**config.mk**
```make
export PLATFORM = sky130hd
export DESIGN_NAME = cwtc_div
export DESIGN_NICKNAME = d
export VERILOG_FILES = /design/src/rtl/cwtc_div.sv
export SDC_FILE = /design/constraint.sdc
export NUM_CORES = 2
export LEC_CHECK = 0
export ABC_AREA = 0
export BUFFER_PORTS_ARGS = -buffer_cell sky130_fd_sc_hd__buf_4
export CORE_MARGIN = 4
export CORE_UTILIZATION = 49
export CTS_BUF_LIST = sky130_fd_sc_hd__clkbuf_4 sky130_fd_sc_hd__clkbuf_8 sky130_fd_sc_hd__clkbuf_16
export DETAILED_ROUTE_END_ITERATION = 12
export SYNTH_ARGS = -nofsm -noshare
export SYNTH_HDL_FRONTEND = slang
export SYNTH_SLANG_ARGS = --single-unit
```
**constraint.sdc**
```tcl
create_clock -name clk -period 6.9 [get_ports clk]
set_input_delay 0.345 -clock clk [delete_from_list [all_inputs] [get_ports clk]]
set_output_delay 0.345 -clock clk [all_outputs]
set_load 0.02 [all_outputs]
```
**src/rtl/cwtc_div.sv**
```systemverilog
// pipelined restoring divider, one quotient bit per stage, sideband carried along
module cwtc_div #(
  parameter int DEN_W  = 17,
  parameter int QUO_W  = 34,
  parameter int SIDE_W = 1
) (
  input  logic              clk,
  input  logic              rst,
  input  logic              en,
  input  logic              in_valid,
  input  logic [DEN_W-1:0]  rem_in,   // must be below den_in
  input  logic [QUO_W-1:0]  low_in,
  input  logic [DEN_W-1:0]  den_in,
  input  logic [SIDE_W-1:0] side_in,
  output logic              out_valid,
  output logic [QUO_W-1:0]  quo_out,
  output logic [SIDE_W-1:0] side_out
);

  logic              vld  [QUO_W];
  logic [DEN_W-1:0]  rem  [QUO_W];
  logic [QUO_W-1:0]  low  [QUO_W];
  logic [DEN_W-1:0]  den  [QUO_W];
  logic [SIDE_W-1:0] side [QUO_W];

  for (genvar i = 0; i < QUO_W; i++) begin : g_stage
    logic              src_vld;
    logic [DEN_W-1:0]  src_rem;
    logic [QUO_W-1:0]  src_low;
    logic [DEN_W-1:0]  src_den;
    logic [SIDE_W-1:0] src_side;
    logic [DEN_W:0]    trial;
    logic              ge;

    if (i == 0) begin : g_first
      assign src_vld  = in_valid;
      assign src_rem  = rem_in;
      assign src_low  = low_in;
      assign src_den  = den_in;
      assign src_side = side_in;
    end else begin : g_next
      assign src_vld  = vld[i-1];
      assign src_rem  = rem[i-1];
      assign src_low  = low[i-1];
      assign src_den  = den[i-1];
      assign src_side = side[i-1];
    end

    // shift in the next numerator bit and try the subtract
    assign trial = {src_rem, src_low[QUO_W-1]};
    assign ge    = trial >= {1'b0, src_den};

    always_ff @(posedge clk) begin
      if (rst) begin
        vld[i] <= 1'b0;
      end else if (en) begin
        vld[i] <= src_vld;
      end
    end

    always_ff @(posedge clk) begin
      if (en) begin
        rem[i]  <= ge ? DEN_W'(trial - {1'b0, src_den}) : DEN_W'(trial);
        low[i]  <= {src_low[QUO_W-2:0], ge};
        den[i]  <= src_den;
        side[i] <= src_side;
      end
    end
  end

  assign out_valid = vld[QUO_W-1];
  assign quo_out   = low[QUO_W-1];
  assign side_out  = side[QUO_W-1];

endmodule

```
; Word level (Yosys, flattened, before mapping)
; Memory sizes are Yosys's and may differ from the RTL's.
; Cells that the tools add are included.
; Widths: inputs -> output; s select.
[totals]
memories = 5
ram_bits = 2380
wordCells = 181
ff_bits = 0
[memory_table]
columns = name, words, word_bits, rd, rd_ports_with_merged_regs, wr, line
row1 = low, 34, 34, 34, 0, 34, 22  ; logic [QUO_W-1:0] low [QUO_W];
row2 = den, 34, 17, 33, 0, 34, 23  ; logic [DEN_W-1:0] den [QUO_W];
row3 = rem, 34, 17, 33, 0, 34, 21  ; logic [DEN_W-1:0] rem [QUO_W];
row4 = side, 34, 1, 34, 0, 34, 24  ; logic [SIDE_W-1:0] side [QUO_W];
row5 = vld, 34, 1, 34, 0, 34, 20  ; logic vld [QUO_W];
[classes]
bitwise_logic = 34
add_sub_neg = 34
order_cmp = 34
muxes = 74
[op_table]
columns = cell, count
row1 = $ge 18x17->1, 34
row2 = $mux 17, 34
row3 = $sub 17x17->17, 34
row4 = $mux 1, 40
row5 = $or 1x1->1, 34

; Depth between registers and ports, before layout
[logic_depth]
word_depth = 4
depth_mapped = 15
depth_no_buf = 13

; Worst setup path before layout
; OpenSTA, ideal clock, no wires.
[synth_path]
path_type = reg2reg
from = memory low[21][33]
to = memory rem[22][10] (data pin)
stages_incl_launch_ff = 15
path_buffers = 1
synth_period_minus_slack_ns = 3.284
arrival_time_ns = 3.023
t_required_ns = 6.640
slack_ns = 3.616
cell_sequence = edfxtp_1 inv_1 ha_1 inv_1 fa_1 a21o_1 a311o_1 a21oi_4 o31a_2 o21ai_2 nand3_2 nand2_2 a211oi_4 buf_12 mux2_4
[synth_lines]
columns = item, line
row1 = start: declaration, 22
row2 = end: declaration, 21

==> impl_results.md <==
* Grt peak-use layer: met2
* Status: finished, final reports clean
* Slew @ Worst Pin at 1140 ps
* Distinct cells, synth at 90
* Commonest non-fill, non-tap cell in the layout: edfxtp_1
* Critical Path RT at 7510 ps
* RSZ-0062 raised after global routing: false
* Post-synthesis sequential element count at 2346
* WHS Endpoint: low[2][13]$_DFFE_PP_
* Top Family by Delay on Critical Path: compound AO/OA/AOI/OAI gates
* Sequential fraction of design power at 41.3%
* Critical R2R Launch: low[21][33]$_DFFE_PP_
* Initial antenna violation count at 1
* Async SR Flop Fraction at 0%
* Antenna viol nets, final at 0
* CTS Buf Count at 239
* Max_cap viols at 0
* Clock Skews at 55.7 ps
* Worst hold path class: in -> reg
* Avg Inst Size Synth at 14.1 um^2
* Sequential area share after synthesis at 67.7%
* Post-route DRC at 0
* Clock share of power at 25.4%
* WHS Path Cells at 1
* First-pass iteration count of the detailed router at 6
* Vias in the first global route at 56400
* Die span in y at 469 um
* Setup TNS at 0 ps
* M1 GR Usage at 22.0%
* Leak at 45.4 nW
* Share of cells above drive strength 1 at 10.0%
* Worst R2R Setup Slack at 3010 ps
* Final setup fails at 0
* Startpoint Class: flip-flop
* Layout fillers at 16900
* DR iter-0 viols at 4141
* Largest net degree at the start of global routing at 186
* # port buffers at 108
* Critical path depth at 13
* First-pass GRT wire length at 303000 um
* Met2 Track Usage GR at 30.2%
* Via-per-instance ratio at 5.28
* Wire length per cell at 17.6 um
* Switching power at 0.0165 W
* Worst Min Path Start: en
* Pins Over Slew Limit at 0
* Crit-path max cell delay at 920 ps
* Die Footprint at 220000 um^2
* CP most frequent cell: inv_1
* Fin crit period at 3890 ps
* CP Cell Sequence: inv_1, ha_1, inv_1, fa_1, a21o_1, a311o_1, a21oi_4, o31a_2, o21ai_2, nand3_2, nand2_2, a211oi_4, mux2_2
* Ports at 109
* Maximum fanout along the worst path at 18
* Relative slew slack at 24.3%
* Area of the multi-input gates at 30500 um^2
* Register Area at 70400 um^2
* CTS root buf: clkbuf_16
* Warnings, synthesis at 0
* Final WL at 189000 um
* Worst R2R Path Depth at 13
* Worst R2R End: rem[22][4]$_DFFE_PP_
* GRT Overall Usage at 17.1%
* Layout Utilization at 55.8%
* Net Sw Frac at 32.2%
* CP Capture Type: flip-flop
* FP Rows at 168
* Worst vdd ir at 0.309 mV
* Met3 Use GR at 2.58%
* Total gr overflow at 0
* Netlist Area Pre-Place at 104000 um^2
* Final hold violation count at 0
* Combinational Power Share at 33.2%
* Synth Instances at 7397
* Core Area at 210000 um^2
* Commonest cells after routing, fill and taps aside: edfxtp_1 (2346), inv_1 (738), ha_1 (578), o21ai_0 (531), nand2_1 (518)
* Routability cong. at 0.877
* Layout net count at 8427
* Crit path arrival time at 4500 ps
* Fmax at 0.257 GHz
* CTS sink cnt at 2346
* Syn nets at 8081
* Number of flops mapped to enable cells by yosys at 2346
* CP Class: reg -> reg
* Skew-Pair Late Insertion Delay at 880 ps
* PD cells at 436 nW/um^2
* Fin crit share at 56.3%
* Die X at 469 um
* Slowest CP cell: a211oi_4
* Pint at 0.0347 W
* Starting Density at 49.5%
* Via total after detailed routing at 56800
* Post-synth top flop: edfxtp_1
* CTS H-tree lvls at 4
* Maximum root-to-sink buffer count at 3
* TritonCTS clock tree: done
* Clk pin slew, worst setup/hold paths at 60 ps
* Buf/Inv on CP at 2
* DP HPWL at 131000 um
* Area Growth Syn to Fin at 12.8%
[cells by family (layout without fill, tap and decap cells)]
| kind of cell | Yosys count | in the layout | synth area share (%) |
|---|---|---|---|
| simple gates | 1282 | 1282 | 5.72 |
| compound gates | 1650 | 1650 | 9.85 |
| other cells | 0 | 7 | 0 |
| xor+xnor | 440 | 440 | 3.70 |
| mux | 213 | 213 | 2.31 |
| fa+ha+maj | 611 | 611 | 7.58 |
| flops | 2346 | 2346 | 67.7 |
| buf+inv | 855 | 1412 | 3.17 |
[Yosys cell counts (all sizes together), types with 33 or more instances]
cell / count / share of area [%]
a31oi: 41 / 0.25
nand2b: 59 / 0.35
nor2b: 75 / 0.45
o21ai: 548 / 2.6
edfxtp: 2346 / 68
inv: 738 / 2.7
o21bai: 87 / 0.63
nand2: 519 / 1.9
clkbuf: 81 / 0.29
o21a: 54 / 0.39
nor3: 70 / 0.34
and2: 44 / 0.26
a21o: 208 / 1.5
nand4: 70 / 0.42
and3: 41 / 0.25
xor2: 189 / 1.6
a21oi: 446 / 2.2
fa: 33 / 0.63
buf: 36 / 0.22
nor2: 259 / 0.93
xnor2: 251 / 2.1
ha: 578 / 6.9
nand3: 71 / 0.35
a211oi: 44 / 0.36
mux2: 194 / 2.1
[per-layer routing]
layer  up-vias  wire, um
li1      28100         -
met1     27500     81900
met2       911     95900
met3       300      6460
met4         0      5190
met5         -         0
[area by class of cell]
cell class	count	share of cell area, %
Antenna cell	7	0.0149
Multi-Input combinational cell	4196	26.0
Clock inverter	174	1.59
Inverter	738	2.36
Sequential cell	2346	60.0
Tap cell	2805	2.99
Timing Repair Buffer	222	1.72
Clock buffer	278	5.34
[stage by stage]
step	hold WS [ps]	total power, W	cells	worst slack [ps]	instance area (um^2)
CTS	11.0	0.0518	10800	2970	117000
global placement	400	0.0381	10200	3040	109000
finish	63.4	0.0512	10800	3010	117000
floorplan	400	0.0340	7397	3620	104000
global route	42.8	0.0547	10800	2750	117000
detailed placement	405	0.0384	10200	2980	109000
[worst register-to-register path: stages, from the launching register on]
cell and delay, ps:
edfxtp_1 370, inv_1 90, ha_1 180, inv_1 60
fa_1 400, a21o_1 230, a311o_1 390, a21oi_4 190
o31a_2 180, o21ai_2 50, nand3_2 80, nand2_2 70
a211oi_4 920, mux2_2 440
[power by group through the flow]
| stage | Clock [W] | Combinational (W) | Sequential, W |
|---|---|---|---|
| finish | 0.0130 | 0.0170 | 0.0212 |
| global route | 0.0141 | 0.0192 | 0.0214 |
| CTS | 0.0135 | 0.0170 | 0.0213 |
| detailed placement | 0 | 0.0169 | 0.0215 |
| global placement | 0 | 0.0166 | 0.0215 |
| floorplan | 0 | 0.0134 | 0.0206 |
[what timing repair did]
item,4_1_cts,5_1_grt
hold buffers,70,0
resized for setup,0,0
endpoints found under the hold margin,82,0
setup buffers,0,0
[registers in the layout, indices dropped and copies added, names as in the netlist]
signal,count
rem,561
den,561
low,1156
side,34
vld,34
[worst max path at each step]
stage | startpoint | to | slack, ps
2_1_floorplan | low[21][33]$_DFFE_PP_ | rem[22][10]$_DFFE_PP_ | 3620
3_3_place_gp | low[21][33]$_DFFE_PP_ | rem[22][8]$_DFFE_PP_ | 3040
3_5_place_dp | low[21][33]$_DFFE_PP_ | rem[22][5]$_DFFE_PP_ | 2980
4_1_cts | low[21][33]$_DFFE_PP_ | rem[22][4]$_DFFE_PP_ | 2970
5_1_grt | low[23][33]$_DFFE_PP_ | rem[24][1]$_DFFE_PP_ | 2750
6_report | low[21][33]$_DFFE_PP_ | rem[22][4]$_DFFE_PP_ | 3010
(Power assumes the default switching activity.)
